**src/hdl/sensor_minmax_calibrate_normalize_defines.svh**
```systemverilog
// Assertion macros for the sensor min/max calibrate and normalize block.
`ifndef SENSOR_MINMAX_CALIBRATE_NORMALIZE_DEFINES_SVH
`define SENSOR_MINMAX_CALIBRATE_NORMALIZE_DEFINES_SVH

// Check that a condition implies another in the same cycle.
`define SMCN_ASSERT_IMPL(label, pre, post, msg) \
	label: assert property (@(posedge clk) disable iff (!arst_n) (pre) |-> (post)) \
		else $error(msg);

// Check that a condition implies another in the next cycle.
`define SMCN_ASSERT_NEXT(label, pre, post, msg) \
	label: assert property (@(posedge clk) disable iff (!arst_n) (pre) |=> (post)) \
		else $error(msg);

`endif

```
**src/hdl/smcn_pkg.sv**
```systemverilog
// Shared types, constants and the channel map of the sensor normalize block.
package smcn_pkg;

	localparam int SAMPLE_W = 12;
	localparam int LEVEL_W = 12;
	localparam int SLOT_W = 3;
	localparam int QUO_BITS = 12;
	localparam logic [LEVEL_W-1:0] FULL_SCALE = 12'd2560;
	localparam logic [3:0] NO_SLOT = 4'd15;
	localparam logic CMD_CALIBRATE = 1'b0;
	localparam logic CMD_NORMALIZE = 1'b1;

	typedef struct packed {
		logic cmd;
		logic [SLOT_W-1:0] slot;
		logic [SAMPLE_W-1:0] sample;
	} entry_t;

	typedef enum logic [1:0] {
		ST_IDLE,
		ST_LOAD,
		ST_DIV,
		ST_OUT
	} back_state_t;

	function automatic logic [3:0] chan_to_slot(input logic [2:0] chan);
		logic [3:0] slot;
		case (chan)
			3'd0: slot = 4'd4;
			3'd3: slot = 4'd2;
			3'd4: slot = 4'd3;
			3'd5: slot = 4'd5;
			3'd6: slot = 4'd0;
			3'd7: slot = 4'd1;
			default: slot = NO_SLOT;
		endcase
		return slot;
	endfunction

endpackage

```
**src/hdl/smcn_front.sv**
```systemverilog
// Front end: accepts tagged samples, maps channels to slots, drops unmapped ones.
module smcn_front #(
	parameter int NUM_SLOTS = 6
) (
	input  logic              s_tvalid,
	output logic              s_tready,
	input  logic [15:0]       s_tdata,   // adc_channel[2:0], sample[14:3], zero[15]
	input  logic              s_tuser,   // cmd[0]
	output logic              q_valid,
	input  logic              q_ready,
	output smcn_pkg::entry_t  q_data
);
	import smcn_pkg::*;

	logic [3:0] slot4;
	logic       mapped;

	assign slot4    = chan_to_slot(s_tdata[2:0]);
	assign mapped   = (slot4 < 4'(NUM_SLOTS));
	assign s_tready = q_ready;
	assign q_valid  = s_tvalid && mapped;

	always_comb begin
		q_data.cmd    = s_tuser;
		q_data.slot   = slot4[SLOT_W-1:0];
		q_data.sample = s_tdata[14:3];
	end

endmodule

```
**src/hdl/smcn_queue.sv**
```systemverilog
// Two-entry queue between the front end and the back end.
module smcn_queue (
	input  logic              clk,
	input  logic              arst_n,
	input  logic              in_valid,
	output logic              in_ready,
	input  smcn_pkg::entry_t  in_data,
	output logic              out_valid,
	input  logic              out_ready,
	output smcn_pkg::entry_t  out_data
);
	import smcn_pkg::*;

	entry_t     mem_q [2];
	logic       wr_ptr_q;
	logic       rd_ptr_q;
	logic [1:0] count_q;
	logic       push;
	logic       pop;

	assign in_ready  = (count_q != 2'd2);
	assign out_valid = (count_q != 2'd0);
	assign out_data  = mem_q[rd_ptr_q];
	assign push      = in_valid && in_ready;
	assign pop       = out_valid && out_ready;

	always_ff @(posedge clk) begin
		if (push) begin
			mem_q[wr_ptr_q] <= in_data;
		end
	end

	always_ff @(posedge clk or negedge arst_n) begin
		if (!arst_n) begin
			wr_ptr_q <= 1'b0;
			rd_ptr_q <= 1'b0;
			count_q  <= 2'd0;
		end else begin
			if (push) begin
				wr_ptr_q <= ~wr_ptr_q;
			end
			if (pop) begin
				rd_ptr_q <= ~rd_ptr_q;
			end
			case ({push, pop})
				2'b10: count_q <= count_q + 2'd1;
				2'b01: count_q <= count_q - 2'd1;
				default: count_q <= count_q;
			endcase
		end
	end

endmodule

```
**src/hdl/smcn_back.sv**
```systemverilog
// Back end: slot min/max store, calibrate update, iterative divide, result register.
module smcn_back #(
	parameter int NUM_SLOTS = 6,
	parameter int SAMPLE_BITS = 12
) (
	input  logic              clk,
	input  logic              arst_n,
	input  logic              invert,
	input  logic              q_valid,
	output logic              q_ready,
	input  smcn_pkg::entry_t  q_data,
	output logic              m_tvalid,
	input  logic              m_tready,
	output logic [15:0]       m_tdata,   // slot[2:0], level[14:3], zero[15]
	output logic [1:0]        m_tuser    // clipped[0], uncalibrated[1]
);
	import smcn_pkg::*;

	localparam int W = SAMPLE_BITS;
	localparam int REM_W = W + QUO_BITS;
	localparam int IDX_W = (NUM_SLOTS > 1) ? $clog2(NUM_SLOTS) : 1;
	localparam logic [W-1:0] MIN_RESET = {W{1'b1}};

	back_state_t state_q, state_d;

	logic [W-1:0]        min_q [NUM_SLOTS];
	logic [W-1:0]        max_q [NUM_SLOTS];
	entry_t              e_q;
	logic [REM_W-1:0]    rem_q;
	logic [REM_W-1:0]    dsh_q;
	logic [QUO_BITS-1:0] quo_q;
	logic [3:0]          cnt_q;
	logic                clip_q;
	logic                uncal_q;

	logic                out_valid_q;
	logic [SLOT_W-1:0]   out_slot_q;
	logic [LEVEL_W-1:0]  out_level_q;
	logic                out_clip_q;
	logic                out_uncal_q;

	logic                ld_entry;
	logic                upd_cal;
	logic                ld_div;
	logic                ld_uncal;
	logic                step;
	logic                ld_out;

	logic [IDX_W-1:0]    idx;
	logic [15:0]         s16;
	logic [W-1:0]        s_w;
	logic [W-1:0]        lo;
	logic [W-1:0]        hi;
	logic                calibrated;
	logic [W-1:0]        sc;
	logic                clip_d;
	logic [W-1:0]        diff;
	logic [W+3:0]        ten_d;
	logic [W-1:0]        span;
	logic                ge;
	logic [LEVEL_W-1:0]  level_d;

	assign idx        = e_q.slot[IDX_W-1:0];
	assign s16        = {4'b0, e_q.sample};
	assign s_w        = s16[W-1:0];
	assign lo         = min_q[idx];
	assign hi         = max_q[idx];
	assign calibrated = (hi > lo);

	always_comb begin
		sc     = s_w;
		clip_d = 1'b0;
		if (s_w < lo) begin
			sc     = lo;
			clip_d = 1'b1;
		end else if (s_w > hi) begin
			sc     = hi;
			clip_d = 1'b1;
		end
	end

	assign diff  = sc - lo;
	assign ten_d = ({4'b0, diff} << 3) + ({4'b0, diff} << 1);
	assign span  = hi - lo;
	assign ge    = (rem_q >= dsh_q);

	always_comb begin
		if (uncal_q) begin
			level_d = '0;
		end else if (invert) begin
			level_d = FULL_SCALE - quo_q;
		end else begin
			level_d = quo_q;
		end
	end

	always_ff @(posedge clk or negedge arst_n) begin
		if (!arst_n) begin
			state_q <= ST_IDLE;
		end else begin
			state_q <= state_d;
		end
	end

	always_comb begin
		state_d  = state_q;
		q_ready  = 1'b0;
		ld_entry = 1'b0;
		upd_cal  = 1'b0;
		ld_div   = 1'b0;
		ld_uncal = 1'b0;
		step     = 1'b0;
		ld_out   = 1'b0;
		case (state_q)
			ST_IDLE: begin
				q_ready = 1'b1;
				if (q_valid) begin
					ld_entry = 1'b1;
					state_d  = ST_LOAD;
				end
			end
			ST_LOAD: begin
				if (e_q.cmd == CMD_CALIBRATE) begin
					upd_cal = 1'b1;
					state_d = ST_IDLE;
				end else if (!calibrated) begin
					ld_uncal = 1'b1;
					state_d  = ST_OUT;
				end else begin
					ld_div  = 1'b1;
					state_d = ST_DIV;
				end
			end
			ST_DIV: begin
				step = 1'b1;
				if (cnt_q == 4'd0) begin
					state_d = ST_OUT;
				end
			end
			ST_OUT: begin
				if (!out_valid_q || m_tready) begin
					ld_out  = 1'b1;
					state_d = ST_IDLE;
				end
			end
			default: begin
				state_d = ST_IDLE;
			end
		endcase
	end

	always_ff @(posedge clk or negedge arst_n) begin
		if (!arst_n) begin
			for (int i = 0; i < NUM_SLOTS; i++) begin
				min_q[i] <= MIN_RESET;
				max_q[i] <= '0;
			end
		end else if (upd_cal) begin
			if (s_w > hi) begin
				max_q[idx] <= s_w;
			end
			if (s_w < lo) begin
				min_q[idx] <= s_w;
			end
		end
	end

	always_ff @(posedge clk) begin
		if (ld_entry) begin
			e_q <= q_data;
		end
		if (ld_uncal) begin
			uncal_q <= 1'b1;
			clip_q  <= 1'b0;
			quo_q   <= '0;
		end else if (ld_div) begin
			uncal_q <= 1'b0;
			clip_q  <= clip_d;
			rem_q   <= {ten_d, 8'b0};
			dsh_q   <= {1'b0, span, 11'b0};
			quo_q   <= '0;
			cnt_q   <= 4'(QUO_BITS - 1);
		end else if (step) begin
			if (ge) begin
				rem_q <= rem_q - dsh_q;
			end
			dsh_q <= dsh_q >> 1;
			quo_q <= {quo_q[QUO_BITS-2:0], ge};
			cnt_q <= cnt_q - 4'd1;
		end
	end

	always_ff @(posedge clk or negedge arst_n) begin
		if (!arst_n) begin
			out_valid_q <= 1'b0;
		end else if (ld_out) begin
			out_valid_q <= 1'b1;
		end else if (m_tready) begin
			out_valid_q <= 1'b0;
		end
	end

	always_ff @(posedge clk) begin
		if (ld_out) begin
			out_slot_q  <= e_q.slot;
			out_level_q <= level_d;
			out_clip_q  <= clip_q;
			out_uncal_q <= uncal_q;
		end
	end

	assign m_tvalid = out_valid_q;
	assign m_tdata  = {1'b0, out_level_q, out_slot_q};
	assign m_tuser  = {out_uncal_q, out_clip_q};

endmodule

```
**src/hdl/sensor_minmax_calibrate_normalize.sv**
```systemverilog
// Top level of the six-slot sensor min/max calibrate and normalize block.
// Samples enter on the s_ stream; cmd in s_tuser picks calibrate or normalize, and
// channels without a slot are taken and dropped. The front end accepts one sample
// per cycle while its two-entry queue has room. The back end takes a calibrate item
// through fetch and min/max update, and a normalize item through fetch, min/max load,
// 12 steps of the restoring divider and result load; it takes no new item until the
// last one is done, so the divider sets the sustained rate. An uncalibrated slot
// skips the divider. A finished level waits in the m_ output register while the
// back end moves on. The invert register is written by cfg_wen.
`include "sensor_minmax_calibrate_normalize_defines.svh"
module sensor_minmax_calibrate_normalize #(
	parameter int NUM_SLOTS = 6,
	parameter int SAMPLE_BITS = 12
) (
	input  logic        clk,
	input  logic        arst_n,
	input  logic        cfg_wen,
	input  logic        cfg_wdata,   // invert
	input  logic        s_tvalid,
	output logic        s_tready,
	input  logic [15:0] s_tdata,     // adc_channel[2:0], sample[14:3], zero[15]
	input  logic        s_tuser,     // cmd[0]
	output logic        m_tvalid,
	input  logic        m_tready,
	output logic [15:0] m_tdata,     // slot[2:0], level[14:3], zero[15]
	output logic [1:0]  m_tuser      // clipped[0], uncalibrated[1]
);
	import smcn_pkg::*;

	logic   invert_q;
	logic   fq_valid;
	logic   fq_ready;
	entry_t fq_data;
	logic   qb_valid;
	logic   qb_ready;
	entry_t qb_data;

	always_ff @(posedge clk or negedge arst_n) begin
		if (!arst_n) begin
			invert_q <= 1'b0;
		end else if (cfg_wen) begin
			invert_q <= cfg_wdata;
		end
	end

	smcn_front #(
		.NUM_SLOTS(NUM_SLOTS)
	) u_front (
		.s_tvalid(s_tvalid),
		.s_tready(s_tready),
		.s_tdata (s_tdata),
		.s_tuser (s_tuser),
		.q_valid (fq_valid),
		.q_ready (fq_ready),
		.q_data  (fq_data)
	);

	smcn_queue u_queue (
		.clk      (clk),
		.arst_n   (arst_n),
		.in_valid (fq_valid),
		.in_ready (fq_ready),
		.in_data  (fq_data),
		.out_valid(qb_valid),
		.out_ready(qb_ready),
		.out_data (qb_data)
	);

	smcn_back #(
		.NUM_SLOTS  (NUM_SLOTS),
		.SAMPLE_BITS(SAMPLE_BITS)
	) u_back (
		.clk     (clk),
		.arst_n  (arst_n),
		.invert  (invert_q),
		.q_valid (qb_valid),
		.q_ready (qb_ready),
		.q_data  (qb_data),
		.m_tvalid(m_tvalid),
		.m_tready(m_tready),
		.m_tdata (m_tdata),
		.m_tuser (m_tuser)
	);

	`SMCN_ASSERT_IMPL(a_level_range, m_tvalid, m_tdata[14:3] <= FULL_SCALE, "level above full scale")
	`SMCN_ASSERT_IMPL(a_uncal_zero, m_tvalid && m_tuser[1], m_tdata[14:3] == '0 && !m_tuser[0], "uncal not zero")
	`SMCN_ASSERT_IMPL(a_slot_range, m_tvalid, {1'b0, m_tdata[2:0]} < 4'(NUM_SLOTS), "result slot out of range")
	`SMCN_ASSERT_NEXT(a_unmapped_drop, s_tvalid && s_tready && !fq_valid, !$rose(qb_valid), "unmapped sample queued")

endmodule

```
**config.mk**
```make
export PLATFORM = sky130hd
export DESIGN_NAME = sensor_minmax_calibrate_normalize
export DESIGN_NICKNAME = d
export VERILOG_FILES = /design/src/hdl/smcn_pkg.sv /design/src/hdl/smcn_front.sv /design/src/hdl/smcn_queue.sv /design/src/hdl/smcn_back.sv /design/src/hdl/sensor_minmax_calibrate_normalize.sv
export VERILOG_INCLUDE_DIRS = /design/src /design/src/hdl
export SDC_FILE = /design/constraint.sdc
export NUM_CORES = 1
export LEC_CHECK = 0
export ABC_CLOCK_PERIOD_IN_PS = 14300
export BUFFER_PORTS_ARGS = -buffer_cell sky130_fd_sc_hd__buf_2
export CORE_MARGIN = 8
export CORE_UTILIZATION = 30
export CTS_BUF_LIST = sky130_fd_sc_hd__clkbuf_2 sky130_fd_sc_hd__clkbuf_4 sky130_fd_sc_hd__clkbuf_8
export DETAILED_ROUTE_END_ITERATION = 6
export PLACE_DENSITY = 0.45
export SYNTH_ARGS = -nofsm -noshare
export SYNTH_HDL_FRONTEND = slang
export SYNTH_SLANG_ARGS = --single-unit
export TNS_END_PERCENT = 50
```
**constraint.sdc**
```tcl
create_clock -name clk -period 14.3 [get_ports clk]
set_clock_uncertainty 0.2 [all_clocks]
set_input_delay 2.145 -clock clk [delete_from_list [all_inputs] [get_ports clk]]
set_output_delay 2.145 -clock clk [all_outputs]
set_load 0.005 [all_outputs]
```
==> impl_metrics.env <==
export IMPL_synthSimpleGateAreaFrac_pct=9.50
export IMPL_synth_top_flop_cell="edfxtp_1"
export IMPL_drt_wl_total_mm=36.9
export IMPL_synthCells=1323
export IMPL_drive_above_1_share_pct=27.9
export IMPL_synth_edf_count=116
export IMPL_synth_area_um2=15200
export IMPL_postCtsSetupRepairBufs=0
export IMPL_grt_start_max_net_pins=104
export IMPL_routedWlPerCell_um=17.7
export IMPL_synth_avg_cell_area_um2=11.5
export IMPL_synth_common_cells="116 x edfxtp_1, 113 x nand2_1, 103 x mux2_2, 93 x nor2_1, 82 x ha_1"
export IMPL_fin_tns_setup_ns=0
export IMPL_postCtsResizedCells=0
export IMPL_yosys_area_share_xor_xnor_pct=3.71
export IMPL_drc_errors=0
export IMPL_rsz0062_at_grt="false"
export IMPL_std_cell_rows=82
export IMPL_worstMarginPinSlew_ns=1.11
export IMPL_clkSinkCount=282
export IMPL_cts_buffer_depth=3
export IMPL_setup_violations=0
export IMPL_synth_sequential_area_ratio_pct=50.3
export IMPL_die_x_um=241
export IMPL_numCtsBuffers=48
export IMPL_dieArea_um2=58300
export IMPL_crit_fanout=25
export IMPL_gp_congestion=0.755
export IMPL_critPathArrivalTime_ns=8.26
export IMPL_min_path_type="reg -> reg"
export IMPL_fp_dieH_um=241
export IMPL_synth_top_area_cell="edfxtp_1"
export IMPL_end_kind="register"
export IMPL_synth_adder_area_share_pct=7.26
export IMPL_portBuffers=40
export IMPL_finalCriticalPeriod_ns=8.13
export IMPL_root_buffer="clkbuf_8"
export IMPL_post_synth_top_count_cell="edfxtp_1"
export IMPL_maxCapViolations=0
export IMPL_synth_compound_area_share_pct=12.5
export IMPL_fin_crit_sh_pct=56.8
export IMPL_hold_buffers=0
export IMPL_core_area_um2=50200
export IMPL_drt_iter0_drc=486
export IMPL_register_area_um2=7660
export IMPL_multi_input_area_um2=7050
export IMPL_muxShareOfSynthArea_pct=13.0
export IMPL_grt_ovfl_total=0
export IMPL_ys_async_sr_fraction_pct=53.9
export IMPL_synth_top_family_by_area="multiplexers"
export IMPL_cpMaxStageDelayCell="a31oi_2"
export IMPL_worstSetupPathType="reg -> reg"
export IMPL_synth_area_leaders="edfxtp_1 23%, dfrtp_1 13%, dfstp_2 12%, mux2_2 7.6%, ha_1 6.7%"
export IMPL_grt_usage_pct=12.8
export IMPL_slew_violations=0
export IMPL_grt_pass1_vias=10260
export IMPL_path_clk_slew_ns=0.06
export IMPL_syn_num_nets=1432
export IMPL_start_util_pct=30.4
export IMPL_crit_top_cell="o21ai_0"
export IMPL_cp_data_required_time_ns=14.44
export IMPL_clk_latency_ns=0.61
export IMPL_timing_hold_ws_ns=0.274
export IMPL_max_stage_delay_ns=0.91
export IMPL_worstSetupStartpointType="register"
export IMPL_cts_tree="built"
export IMPL_slew_headroom_pct=25.5
export IMPL_ant_nets=0
export IMPL_dp_hpwl_mm=24.9
export IMPL_syn_to_final_growth_pct=13.0
export IMPL_vias=10028
export IMPL_grt_pass1_wl_mm=58.2
export IMPL_drtPass1Iterations=7
export IMPL_ys_ff_latch=282
export IMPL_synth_distinct_cells=67
export IMPL_n_antenna_cell=0
export IMPL_via_per_inst=4.82
export IMPL_status="completed"
export IMPL_fmax_ghz=0.123
export IMPL_io_pins=43
export IMPL_synth_top_area_share_pct=22.9
export IMPL_h_tree_depth=2
export IMPL_antenna_found_initial=0
export IMPL_hold_viol=0
export IMPL_ys_warn_count=0
export IMPL_nNetsFinal=1478
export IMPL_fillers=5038
==> layout make-up <==
cell class | instances | share of cell area [%]
clock buffer | 81 | 5.67
clock inverter | 8 | 0.472
inverter | 68 | 1.48
multi-input combinational | 908 | 40.9
sequential | 282 | 44.5
tap | 672 | 4.88
timing repair buffer | 61 | 2.11
==> critical path, delay by kind of cell, from the launching register on <==
kind	cells	cell delay [ns]
DFF	1	0.67
xor gates and xnor gates	1	0.33
adders and majority gates	3	0.94
buffers and inverters	3	0.62
and+or+nand+nor	9	1.96
AOI/OAI and AO/OA	13	3.08
==> worst paths after layout <==
kind | endpoint | slack (ns) | startpoint | depth (start not counted)
min in group asynchronous | u_queue.rd_ptr_q | 1.44 | arst_n | 1
max in group asynchronous | u_back.max_q[42] | 11.20 | arst_n | 2
setup / recovery | u_back.rem_q[22] | 6.17 | u_back.idx[0] | 29
hold / removal | u_back.quo_q[11] | 0.27 | u_back.quo_q[11] | 2
setup reg to reg | u_back.rem_q[22] | 6.17 | u_back.idx[0] | 29
hold reg to reg | u_back.quo_q[11] | 0.27 | u_back.quo_q[11] | 2
==> layer usage <==
layer / vias to the layer above / share of wire, % / global-route usage, %
li1: 4898 / - / -
met3: 48 / 3.1 / 2.23
met2: 127 / 46 / 20.5
met5: - / 0 / 0
met1: 4955 / 49 / 17.5
met4: 0 / 1.8 / 3.64
==> registers in the layout (all words and copies together), names as in the netlist, 3 cells and up, named ones only <==
register,cells
u_back.max_q,72
u_back.dsh_q,23
u_back.quo_q,12
u_back.min_q,72
u_back.idx,3
u_queue.mem_q,32
u_back.rem_q,24
u_back.cnt_q,4
u_back.out_level_q,12
u_back.s_w,12
u_back.out_slot_q,3
==> kinds of logic (layout without fill, tap and decap cells) <==
logic type	after synthesis	count (layout)
adder cells (fa/ha/maj)	86	86
XOR/XNOR	63	63
buffers and inverters	133	218
AND/OR/NAND/NOR	310	310
other	1	1
multiplexers	160	160
flip-flops	282	282
AO/OA/AOI/OAI	288	288
==> metrics by stage <==
step           worst slack (ns)  instances  cell area [µm²]  util [%]
2_1_floorplan              7.86       1323            15200         -
3_3_place_gp               6.22       1991            16200      32.2
3_5_place_dp               6.19       1991            16200      32.2
4_1_cts                    6.15       2080            17200      34.3
5_1_grt                    5.43       2080            17200      34.3
6_report                   6.17       2080            17200      34.3
==> cells in the final DEF, fill, tap and decap left out, types with 6 or more instances in the layout <==
cell type  count
nand2_4        6
inv_1         68
o21a_1         7
xor2_1        31
a21boi_0       9
a21o_1        18
dfstp_2       72
dfxtp_1       14
nor2_1        89
o21ai_0       71
mux2i_1        8
nand3_1       14
nand2_1      113
dfrtp_1       80
buf_4         21
or3_1          7
mux2_4        49
o31ai_1       12
a22oi_1       55
edfxtp_1     116
mux2_2       103
nor3_1        15
nand4_1       12
ha_1          82
buf_2         39
nor2b_1       12
clkbuf_4      22
clkbuf_8      59
a221oi_1      10
nand2b_1      14
o211ai_1       9
a211o_1        8
a21oi_1       54
xnor2_1       31
and2_1         6
Power is not shown: default switching activity piles up to over one toggle a cycle in this logic, so the estimate is an artifact.
